[config.mk]
export PLATFORM = sky130hd
export DESIGN_NAME = md5_stream_hasher
export DESIGN_NICKNAME = d
export VERILOG_FILES = /design/src/rtl/md5sh_pkg.sv /design/src/rtl/md5_stream_hasher.sv
export SDC_FILE = /design/constraint.sdc
export NUM_CORES = 2
export LEC_CHECK = 0
export BUFFER_PORTS_ARGS = -buffer_cell sky130_fd_sc_hd__buf_2
export CORE_UTILIZATION = 44
export DETAILED_ROUTE_END_ITERATION = 6
export SYNTH_ARGS = -nofsm -noshare
export SYNTH_HDL_FRONTEND = slang
export SYNTH_SLANG_ARGS = --single-unit
[constraint.sdc]
create_clock -name clk -period 19.95 [get_ports clk]
set_input_delay 0 -clock clk [delete_from_list [all_inputs] [get_ports clk]]
set_output_delay 0 -clock clk [all_outputs]
set_load 0.005 [all_outputs]
[src/rtl/md5sh_pkg.sv]
// ----------------------------------------------------------------------------
// md5sh_pkg
// Shared types, constants and round functions of the MD5 stream hasher.
// ----------------------------------------------------------------------------
package md5sh_pkg;

  localparam logic [31:0] INIT_A = 32'h67452301;
  localparam logic [31:0] INIT_B = 32'hefcdab89;
  localparam logic [31:0] INIT_C = 32'h98badcfe;
  localparam logic [31:0] INIT_D = 32'h10325476;
  localparam logic [7:0]  PAD_BYTE = 8'h80;
  localparam logic [5:0]  LEN_POS = 6'd56;

  typedef enum logic [2:0] {
    ST_IDLE,
    ST_PAD,
    ST_LEN,
    ST_LOAD,
    ST_ROUND,
    ST_ADD
  } state_t;

  function automatic logic [31:0] round_const(input logic [5:0] r);
    logic [31:0] k;
    begin
      unique case (r)
        6'd0: k = 32'hd76aa478;  6'd1: k = 32'he8c7b756;  6'd2: k = 32'h242070db;
        6'd3: k = 32'hc1bdceee;  6'd4: k = 32'hf57c0faf;  6'd5: k = 32'h4787c62a;
        6'd6: k = 32'ha8304613;  6'd7: k = 32'hfd469501;  6'd8: k = 32'h698098d8;
        6'd9: k = 32'h8b44f7af;  6'd10: k = 32'hffff5bb1; 6'd11: k = 32'h895cd7be;
        6'd12: k = 32'h6b901122; 6'd13: k = 32'hfd987193; 6'd14: k = 32'ha679438e;
        6'd15: k = 32'h49b40821; 6'd16: k = 32'hf61e2562; 6'd17: k = 32'hc040b340;
        6'd18: k = 32'h265e5a51; 6'd19: k = 32'he9b6c7aa; 6'd20: k = 32'hd62f105d;
        6'd21: k = 32'h02441453; 6'd22: k = 32'hd8a1e681; 6'd23: k = 32'he7d3fbc8;
        6'd24: k = 32'h21e1cde6; 6'd25: k = 32'hc33707d6; 6'd26: k = 32'hf4d50d87;
        6'd27: k = 32'h455a14ed; 6'd28: k = 32'ha9e3e905; 6'd29: k = 32'hfcefa3f8;
        6'd30: k = 32'h676f02d9; 6'd31: k = 32'h8d2a4c8a; 6'd32: k = 32'hfffa3942;
        6'd33: k = 32'h8771f681; 6'd34: k = 32'h6d9d6122; 6'd35: k = 32'hfde5380c;
        6'd36: k = 32'ha4beea44; 6'd37: k = 32'h4bdecfa9; 6'd38: k = 32'hf6bb4b60;
        6'd39: k = 32'hbebfbc70; 6'd40: k = 32'h289b7ec6; 6'd41: k = 32'heaa127fa;
        6'd42: k = 32'hd4ef3085; 6'd43: k = 32'h04881d05; 6'd44: k = 32'hd9d4d039;
        6'd45: k = 32'he6db99e5; 6'd46: k = 32'h1fa27cf8; 6'd47: k = 32'hc4ac5665;
        6'd48: k = 32'hf4292244; 6'd49: k = 32'h432aff97; 6'd50: k = 32'hab9423a7;
        6'd51: k = 32'hfc93a039; 6'd52: k = 32'h655b59c3; 6'd53: k = 32'h8f0ccc92;
        6'd54: k = 32'hffeff47d; 6'd55: k = 32'h85845dd1; 6'd56: k = 32'h6fa87e4f;
        6'd57: k = 32'hfe2ce6e0; 6'd58: k = 32'ha3014314; 6'd59: k = 32'h4e0811a1;
        6'd60: k = 32'hf7537e82; 6'd61: k = 32'hbd3af235; 6'd62: k = 32'h2ad7d2bb;
        default: k = 32'heb86d391;
      endcase
      return k;
    end
  endfunction

  function automatic logic [4:0] rot_amount(input logic [5:0] r);
    logic [4:0] s;
    begin
      unique case ({r[5:4], r[1:0]})
        4'd0: s = 5'd7;   4'd1: s = 5'd12;  4'd2: s = 5'd17;  4'd3: s = 5'd22;
        4'd4: s = 5'd5;   4'd5: s = 5'd9;   4'd6: s = 5'd14;  4'd7: s = 5'd20;
        4'd8: s = 5'd4;   4'd9: s = 5'd11;  4'd10: s = 5'd16; 4'd11: s = 5'd23;
        4'd12: s = 5'd6;  4'd13: s = 5'd10; 4'd14: s = 5'd15; default: s = 5'd21;
      endcase
      return s;
    end
  endfunction

  function automatic logic [3:0] word_index(input logic [5:0] r);
    logic [3:0] g;
    begin
      unique case (r[5:4])
        2'd0: g = r[3:0];
        2'd1: g = 4'((r[3:0] << 2) + r[3:0] + 4'd1);
        2'd2: g = 4'((r[3:0] << 1) + r[3:0] + 4'd5);
        default: g = 4'((r[3:0] << 3) - r[3:0]);
      endcase
      return g;
    end
  endfunction

endpackage

[src/rtl/md5_stream_hasher.sv]
// A finish gives its digest after its padding writes and one or two 64-round
// passes, and any result stall delays it further.
// Throughput: one byte per cycle while idle; a byte that fills a block holds
// the input while the single round unit compresses it.
// Reset loads the initial chaining words and clears the bit count and control;
// the block memory keeps its contents.
// ----------------------------------------------------------------------------
// md5_stream_hasher
// Byte-serial MD5 engine with the message block held in a 16-word memory.
// ----------------------------------------------------------------------------
module md5_stream_hasher (
  input  logic        clk,
  input  logic        rst_n,
  input  logic        in_valid,
  output logic        in_stall,
  input  logic [7:0]  in_data_byte,
  input  logic        in_byte_valid,
  input  logic        in_finish,
  output logic        out_valid,
  input  logic        out_stall,
  output logic [63:0] out_digest_low,
  output logic [63:0] out_digest_high
);

  logic [31:0] mem [16];
  logic [31:0] rd_r;
  logic        we;
  logic [3:0]  waddr;
  logic [3:0]  raddr;
  logic [31:0] wdata;

  md5sh_pkg::state_t state_r, state_nxt;
  logic [31:0] ha_r, hb_r, hc_r, hd_r;
  logic [31:0] a_r, b_r, c_r, d_r;
  logic [63:0] cnt_r;
  logic [31:0] word_r;
  logic [5:0]  pos_r;
  logic [5:0]  rnd_r;
  logic        fin_r;
  logic        last_r;
  logic        out_valid_r;
  logic [63:0] dlo_r, dhi_r;

  logic        take;
  logic        emit;
  logic [31:0] word_new;
  logic [31:0] word_base;
  logic [31:0] word_pad;
  logic [1:0]  pad_lane;
  logic [31:0] fv, sum, rot;
  logic [4:0]  sh;

  assign take = in_valid && !in_stall;
  assign emit = (state_r == md5sh_pkg::ST_ADD) && last_r && !(out_valid_r && out_stall);
  assign in_stall = (state_r != md5sh_pkg::ST_IDLE);
  assign out_valid = out_valid_r;
  assign out_digest_low = dlo_r;
  assign out_digest_high = dhi_r;

  always_comb begin
    word_new = word_r;
    unique case (pos_r[1:0])
      2'd0: word_new = {24'd0, in_data_byte};
      2'd1: word_new[15:8] = in_data_byte;
      2'd2: word_new[23:16] = in_data_byte;
      default: word_new[31:24] = in_data_byte;
    endcase
  end

  always_comb begin
    word_base = in_byte_valid ? word_new : word_r;
    pad_lane = in_byte_valid ? 2'(pos_r[1:0] + 2'd1) : pos_r[1:0];
    unique case (pad_lane)
      2'd0: word_pad = {24'd0, md5sh_pkg::PAD_BYTE};
      2'd1: word_pad = {16'd0, md5sh_pkg::PAD_BYTE, word_base[7:0]};
      2'd2: word_pad = {8'd0, md5sh_pkg::PAD_BYTE, word_base[15:0]};
      default: word_pad = {md5sh_pkg::PAD_BYTE, word_base[23:0]};
    endcase
  end

  always_comb begin
    unique case (rnd_r[5:4])
      2'd0: fv = (b_r & c_r) | (~b_r & d_r);
      2'd1: fv = (b_r & d_r) | (c_r & ~d_r);
      2'd2: fv = b_r ^ c_r ^ d_r;
      default: fv = c_r ^ (b_r | ~d_r);
    endcase
    sh = md5sh_pkg::rot_amount(rnd_r);
    sum = a_r + fv + md5sh_pkg::round_const(rnd_r) + rd_r;
    rot = (sum << sh) | (sum >> (6'd32 - {1'b0, sh}));
  end

  always_comb begin
    state_nxt = state_r;
    unique case (state_r)
      md5sh_pkg::ST_IDLE: begin
        if (take) begin
          if (in_byte_valid && pos_r == 6'd63) state_nxt = md5sh_pkg::ST_LOAD;
          else if (in_finish) state_nxt = md5sh_pkg::ST_PAD;
        end
      end
      md5sh_pkg::ST_PAD: begin
        if (pos_r == 6'd63) state_nxt = md5sh_pkg::ST_LOAD;
        else if (pos_r == 6'(md5sh_pkg::LEN_POS - 6'd1)) state_nxt = md5sh_pkg::ST_LEN;
      end
      md5sh_pkg::ST_LEN: if (pos_r == 6'd63) state_nxt = md5sh_pkg::ST_LOAD;
      md5sh_pkg::ST_LOAD: state_nxt = md5sh_pkg::ST_ROUND;
      md5sh_pkg::ST_ROUND: if (rnd_r == 6'd63) state_nxt = md5sh_pkg::ST_ADD;
      default: begin
        if (last_r) begin
          if (emit) state_nxt = md5sh_pkg::ST_IDLE;
        end else if (fin_r) state_nxt = md5sh_pkg::ST_PAD;
        else state_nxt = md5sh_pkg::ST_IDLE;
      end
    endcase
  end

  always_comb begin
    we = 1'b0;
    waddr = pos_r[5:2];
    wdata = word_new;
    raddr = md5sh_pkg::word_index(rnd_r);
    unique case (state_r)
      md5sh_pkg::ST_IDLE: we = take && in_byte_valid && pos_r[1:0] == 2'd3;
      md5sh_pkg::ST_PAD: begin
        we = pos_r[1:0] == 2'd3 || pos_r == 6'd55;
        wdata = word_r;
      end
      md5sh_pkg::ST_LEN: begin
        we = pos_r == 6'd59 || pos_r == 6'd63;
        wdata = pos_r[2] ? cnt_r[63:32] : cnt_r[31:0];
      end
      md5sh_pkg::ST_LOAD: raddr = 4'd0;
      md5sh_pkg::ST_ROUND: raddr = md5sh_pkg::word_index(6'(rnd_r + 6'd1));
      default: ;
    endcase
  end

  always_ff @(posedge clk) begin
    if (we) mem[waddr] <= wdata;
    rd_r <= mem[raddr];
  end

  always_ff @(posedge clk) begin
    if (!rst_n) begin
      state_r <= md5sh_pkg::ST_IDLE;
      ha_r <= md5sh_pkg::INIT_A;
      hb_r <= md5sh_pkg::INIT_B;
      hc_r <= md5sh_pkg::INIT_C;
      hd_r <= md5sh_pkg::INIT_D;
      cnt_r <= 64'd0;
      pos_r <= 6'd0;
      rnd_r <= 6'd0;
      fin_r <= 1'b0;
      last_r <= 1'b0;
      out_valid_r <= 1'b0;
    end else begin
      state_r <= state_nxt;
      unique case (state_r)
        md5sh_pkg::ST_IDLE: begin
          if (take) begin
            fin_r <= in_finish;
            last_r <= 1'b0;
            if (in_byte_valid) begin
              pos_r <= 6'(pos_r + 6'd1);
              cnt_r <= cnt_r + 64'd8;
            end
            if (in_finish) word_r <= word_pad;
            else if (in_byte_valid) word_r <= word_new;
          end
        end
        md5sh_pkg::ST_PAD: begin
          pos_r <= 6'(pos_r + 6'd1);
          if (pos_r[1:0] == 2'd3) word_r <= 32'd0;
        end
        md5sh_pkg::ST_LEN: begin
          pos_r <= 6'(pos_r + 6'd1);
          if (pos_r == 6'd63) last_r <= 1'b1;
        end
        md5sh_pkg::ST_LOAD: begin
          a_r <= ha_r; b_r <= hb_r; c_r <= hc_r; d_r <= hd_r;
          rnd_r <= 6'd0;
        end
        md5sh_pkg::ST_ROUND: begin
          a_r <= d_r; d_r <= c_r; c_r <= b_r;
          b_r <= b_r + rot;
          rnd_r <= 6'(rnd_r + 6'd1);
        end
        default: begin
          if (last_r) begin
            if (emit) begin
              dlo_r <= {hb_r + b_r, ha_r + a_r};
              dhi_r <= {hd_r + d_r, hc_r + c_r};
              ha_r <= md5sh_pkg::INIT_A;
              hb_r <= md5sh_pkg::INIT_B;
              hc_r <= md5sh_pkg::INIT_C;
              hd_r <= md5sh_pkg::INIT_D;
              cnt_r <= 64'd0;
              pos_r <= 6'd0;
              fin_r <= 1'b0;
              last_r <= 1'b0;
            end
          end else begin
            ha_r <= ha_r + a_r; hb_r <= hb_r + b_r;
            hc_r <= hc_r + c_r; hd_r <= hd_r + d_r;
          end
        end
      endcase
      if (emit) out_valid_r <= 1'b1;
      else if (out_valid_r && !out_stall) out_valid_r <= 1'b0;
    end
  end

endmodule
### Word level (Yosys, flattened, before mapping)

Memories as Yosys holds them, arrays and structs flattened. A register that Yosys moved wholly into a read port is not among the register bits.
Index checks and enable logic that the tools add are counted.

* add/sub/neg operators: 23
* equality and inequality tests: 28
* shift operators: 2
* muxes and demuxes: 69
* bitwise operators: 17
* reduce and logical (&&, ||, !) cells: 42

Operators by type and width (count)
* $mux 32: 13
* $pmux 32 s2: 6
* $add 32x32->32: 8
* $mux 64: 4
* $pmux 32 s3: 2
* $and 32x32->32: 4
* $or 32x32->32: 4
* $pmux 64 s2: 1
* $xor 32x32->32: 3
* $add 64x4->64 const B: 1
* $not 32->32: 2
* $pmux 8 s2: 3
* $mux 6: 6
* $shl 32x5->32: 1
* $shr 32x6->32: 1
* $mux 3: 9
* $eq 6x6->1 const B: 4
* $pmux 4 s3: 2
* $pmux 6 s3: 1
* $add 4x4->4: 4
* $pmux 3 s5: 1
* $reduce_and 5->1: 3
* $add 6x1->6 const B: 2
* $mux 1: 12
* 37 further kinds: 84

* register bits after elaboration: 498
* RAM bits: 512
* ROM bits: 2128
* input port bits: 14
* output and inout port bits: 130
* word-level logic and storage cells: 203
* memories: 3

Memories
* (name not given): words 64, bits a word 32, read ports 1, clocked after memory_dff 1, wr ports 0, line md5sh_pkg.sv:26 `unique case (r)`
* mem: words 16, bits a word 32, read ports 1, clocked after memory_dff 1, wr ports 1, line md5_stream_hasher.sv:25 `logic [31:0] mem [16];`
* (name not given): words 16, bits a word 5, read ports 1, clocked after memory_dff 1, wr ports 0, line md5sh_pkg.sv:57 `unique case ({r[5:4], r[1:0]})`

### Depth between registers and ports, before layout

* depth in word-level cells: 11
* gate-level depth with buffers: 43
* mapped depth without buffers: 38

### Worst setup path after synthesis

OpenSTA, ideal clock, no wires.

* kind: flip-flop to flip-flop
* start: register rnd_r[4]
* end: register b_r[25], data pin
* setup time: 0.267 ns
* arrival time: 8.400 ns
* required time: 19.683 ns
* slack: 11.284 ns
* stages on the path, launching flop included: 39
* buffers on the path: 5
* clock period less this slack: 8.666 ns
* cell sequence: dfxtp_1 -> buf_4 -> clkbuf_1 -> buf_1 -> buf_1 -> xnor2_1 -> o21ai_0 -> o21ai_0 -> fa_1 -> fa_1 -> inv_1 -> ha_1 -> inv_1 -> fa_1 -> nand2b_1 -> a21oi_1 -> o211a_1 -> or2_1 -> [... 3 more ...] -> a31oi_1 -> a31oi_1 -> mux2_2 -> o21ai_0 -> mux2i_1 -> o21ai_0 -> ha_1 -> a211oi_1 -> o211ai_1 -> a32o_1 -> a221oi_1 -> o21ai_0 -> a21o_1 -> a21o_1 -> a21o_1 -> a21oi_1 -> xor2_1 -> o21ai_0

* word-level cells in the longest chain between the ends: 9
* elaborated cells on any way between the ends: 12
* those cells by class: add/sub (4); eq/ne (2); shift (2); mux (2); bitwise (1); reduce/logical (1)

RTL lines
* start: declaration: line md5_stream_hasher.sv:38 `logic [5:0] rnd_r;`
* start signal: assignment: line md5_stream_hasher.sv:187 `rnd_r <= 6'(rnd_r + 6'd1);`
* $eq 2x2->1, or another cell as far along: line md5_stream_hasher.sv:82 `unique case (rnd_r[5:4])`
* $pmux 32 s3 (*): line md5_stream_hasher.sv:82
* $add 32x32->32 (*) (3 in a row): line md5_stream_hasher.sv:89 `sum = a_r + fv + md5sh_pkg::round_const(rnd_r) + rd_r;`
* $shr 32x6->32 or $shl 32x5->32 (tied branches): line md5_stream_hasher.sv:90 `rot = (sum << sh) | (sum >> (6'd32 - {1'b0, sh}));`
* $or 32x32->32 (*): line md5_stream_hasher.sv:90
* $add 32x32->32 (*): line md5_stream_hasher.sv:186 `b_r <= b_r + rot;`
* $pmux 32 s2 (*): line md5_stream_hasher.sv:159 `unique case (state_r)`
* end signal: assignment: line md5_stream_hasher.sv:181 `a_r <= ha_r; b_r <= hb_r; c_r <= hc_r; d_r <= hd_r;`
* end signal: assignment: line md5_stream_hasher.sv:186
* end: declaration: line md5_stream_hasher.sv:34 `logic [31:0] a_r, b_r, c_r, d_r;`

Every way passes the cells marked *; elsewhere a longest branch is shown, timed or not.
A chain may end at the register's enable or synchronous reset.

### Worst setup path after layout

* start: register rnd_r[4]
* end: register b_r[31], data pin

The elaborated chain is that of the path after synthesis.

==> results by group <==
Floorplanning
  – Die H: 372.0 µm
  – Initial Util: 44.40%
  – Ports: 144
  – Site Rows: 135
  – Core box area: 0.1356 mm²
  – Die footprint: 0.1384 mm²
  – Die width: 372.0 µm

Timing
  – Fmax: 96.71 MHz
  – Final hold slack: 0.1403 ns
  – Clock skew: 0.05692 ns
  – Post-route setup TNS: 0 ns
  – RSZ-0062 raised after global routing: no
  – Hold violation count in the final report: 0
  – Slew HR: 5.709%
  – Final Critical Period: 10.34 ns
  – Final worst-path cycle share: 51.83%
  – Slew @ Worst Pin: 1.414 ns
  – Final setup viols: 0
  – Pins Over Slew Limit: 0

Detailed routing
  – 1st-iter DRT viols: 4810
  – Vias: 46.84k
  – Routed vias/inst: 6.129
  – Routed wire length: 193800 µm
  – First-pass DRT Iterations: 7
  – WL/cell: 25.36 µm
  – Post-route ant nets: 0
  – # DRC: 1

Yosys
  – Syn Nets: 6002
  – Synth area leaders: edfxtp_1, dfxtp_1, mux4_2, nand2_1, ha_1
  – Most used DFF post-synth: edfxtp_1
  – Share of the synthesized area in the top cell type: 39.89%
  – Post-synth EDFFs: 800
  – Syn Std Cell Area: 0.06022 mm²
  – Synthesized flop and latch total: 1076
  – Synth warnings: 0
  – Cell taking the most area after synthesis: edfxtp_1
  – Average size of a mapped cell: 10.57 µm²
  – Synth unique cells: 96
  – Sequential-to-total area share from yosys stat: 49.07%
  – Synth Instances: 5700
  – Post-synthesis async set-or-reset flop share: 0%

Critical path
  – Worst endpoint data arrival time: 10.80 ns
  – WP buf/inv: 3
  – CP top delay family: compound AO/OA/AOI/OAI gates
  – CP most frequent cell: a21oi_1
  – Crit Path Max Fanout: 80
  – Crit path largest cell delay: 0.76 ns
  – CP max-delay cell: buf_4
  – Crit path kind: reg2reg
  – Crit. End Element: flop
  – Worst EP required: 20.41 ns
  – Worst setup SP type: flop

CTS
  – Latest clock arrival within the worst-skew pair: 0.78 ns
  – Cts repair resizes: 0
  – CTS HTree Levels: 3
  – CTS sink cnt: 1076
  – CTS Buf Count: 113
  – CTS Root Cell: clkbuf_16
  – CTS tree: yes
  – Clock slew at reported path FFs: 0.07 ns
  – CTS max path bufs: 3

Global route
  – Vias in the first global route: 44.87k
  – Antenna violations before repair: 3
  – Largest net degree at the start of global routing: 91
  – GRT Overall Usage: 27.84%
  – Grt total ovfl: 0
  – First-pass GRT wire length: 289300 µm

Place
  – Placed cell count: 7406
  – Placed Area: 0.06289 mm²
  – Port Buffers: 143
  – DPL Wire Length: 134600 µm
  – Gpl congestion: 0.9603

Power and ir drop
  – PD cells: 120.1 mW/mm²
  – Pleak: 24.59 nW
  – IR drop worst, VDD: 93.30 µV

Layout
  – Nets@finish: 6061
  – Most frequent cells in the layout: edfxtp_1, nand2_1, a21oi_1, nor2_1, o21ai_0
  – Non-filler cells, final: 7642
  – Design area: 0.06703 mm²
  – Share of layout cells above drive strength 1: 11.78%
  – Most common cell after layout, fill and taps aside: edfxtp_1
  – Area grow syn2layout: 11.30%

Outcome
  – Failing checks: DRC
  – Status: complete, but fails checks

Run
  – Max cap viols: 0

Worst hold path
  – Worst Hold Class: in2reg
[cell usage after synthesis (all sizes together) (17+ instances only)]
cell type / number
a21oi: 419
a211o: 19
nor3: 74
or3: 26
mux2i: 118
a21o: 95
fa: 68
xnor2: 173
a211oi: 85
o211ai: 108
nand3: 170
clkbuf: 250
nor2b: 25
buf: 74
xor2: 90
mux2: 22
o21bai: 36
and2: 26
a31oi: 42
nand4: 29
inv: 245
o221ai: 50
nand2: 764
edfxtp: 800
and3: 61
dfxtp: 276
a22oi: 60
nand2b: 35
o21a: 30
o21ai: 356
o22ai: 63
or2: 39
ha: 220
a221oi: 17
mux4: 141
a22o: 22
nor2: 379
[power by group]
group	total, mW	leakage [nW]	internal [mW]	switching (mW)
Sequential	2.78	9.46	2.71	0.0689
Clock	2.22	1.90	1.28	0.938
Combinational	3.06	13.2	1.11	1.95
Total	8.05	24.6	5.10	2.95
[timing repair]
item,4_1_cts,5_1_grt
hold buffers,18,0
buffers inserted,0,0
hold endpoints to repair,84,0
[per-stage QoR]
stage / power (mW) / utilization (%) / worst slack (ns)
finish: 8.051 / 49.42 / 9.610
global route: 8.454 / 49.41 / 8.800
CTS: 8.051 / 49.40 / 9.758
detailed placement: 5.823 / 46.37 / 9.818
global placement: 5.799 / 46.37 / 9.938
floorplan: 4.934 / - / 11.28
[final cells by class]
type,instances,area (µm²)
Timing Repair Buffer,268,1714
Inverter,248,930.9
Sequential cell,1076,29560
Fill cell,12310,68610
Clock buffer,152,3161
Multi-Input combinational cell,4052,28650
Tap cell,1781,2228
Clock inverter,62,779.5
Antenna cell,3,7.507
[path summary, 6_finish.rpt]
| kind | slack, ns | start | end | depth (start not counted) |
|---|---|---|---|---|
| setup / recovery | 9.61 | rnd_r[4] | b_r[31] | 38 |
| hold / removal | 0.14 | out_stall | out_valid | 4 |
| setup reg to reg | 9.61 | rnd_r[4] | b_r[31] | 38 |
| hold reg to reg | 0.47 | fin_r | fin_r | 2 |
[registers in the layout, indices dropped and copies added, names as in the netlist, 61 cells and up, named ones only]
name and count:
cnt_r 61, mem 512, out_digest_high 64, out_digest_low 64
[logic make-up after synthesis]
logic type / Yosys count / synth area share [%]
simple gates: 1665 / 12.24
compound gates: 1552 / 16.54
flops: 1076 / 49.07
buf+inv: 572 / 3.752
fa+ha+maj: 289 / 6.848
mux: 281 / 7.646
xor+xnor: 265 / 3.912
[worst register-to-register path: cells and delay by family, from the launching register on]
family,cells,cell delay [ns]
buf+inv,3,0.92
fa+ha+maj,5,1.91
flops,1,0.61
xor+xnor,1,0.20
mux,1,0.22
simple gates,6,1.00
compound gates,22,5.18
[metal layers]
layer	vias to the layer above	GRT usage [%]	part of all wire, %
met1	23190	37.75	42
met3	395	3.851	6.7
met2	1966	45.11	47
met4	0	10.84	4.2
met5	-	0	0
li1	21290	-	-
Note: power is estimated with default switching activity, not from simulation.
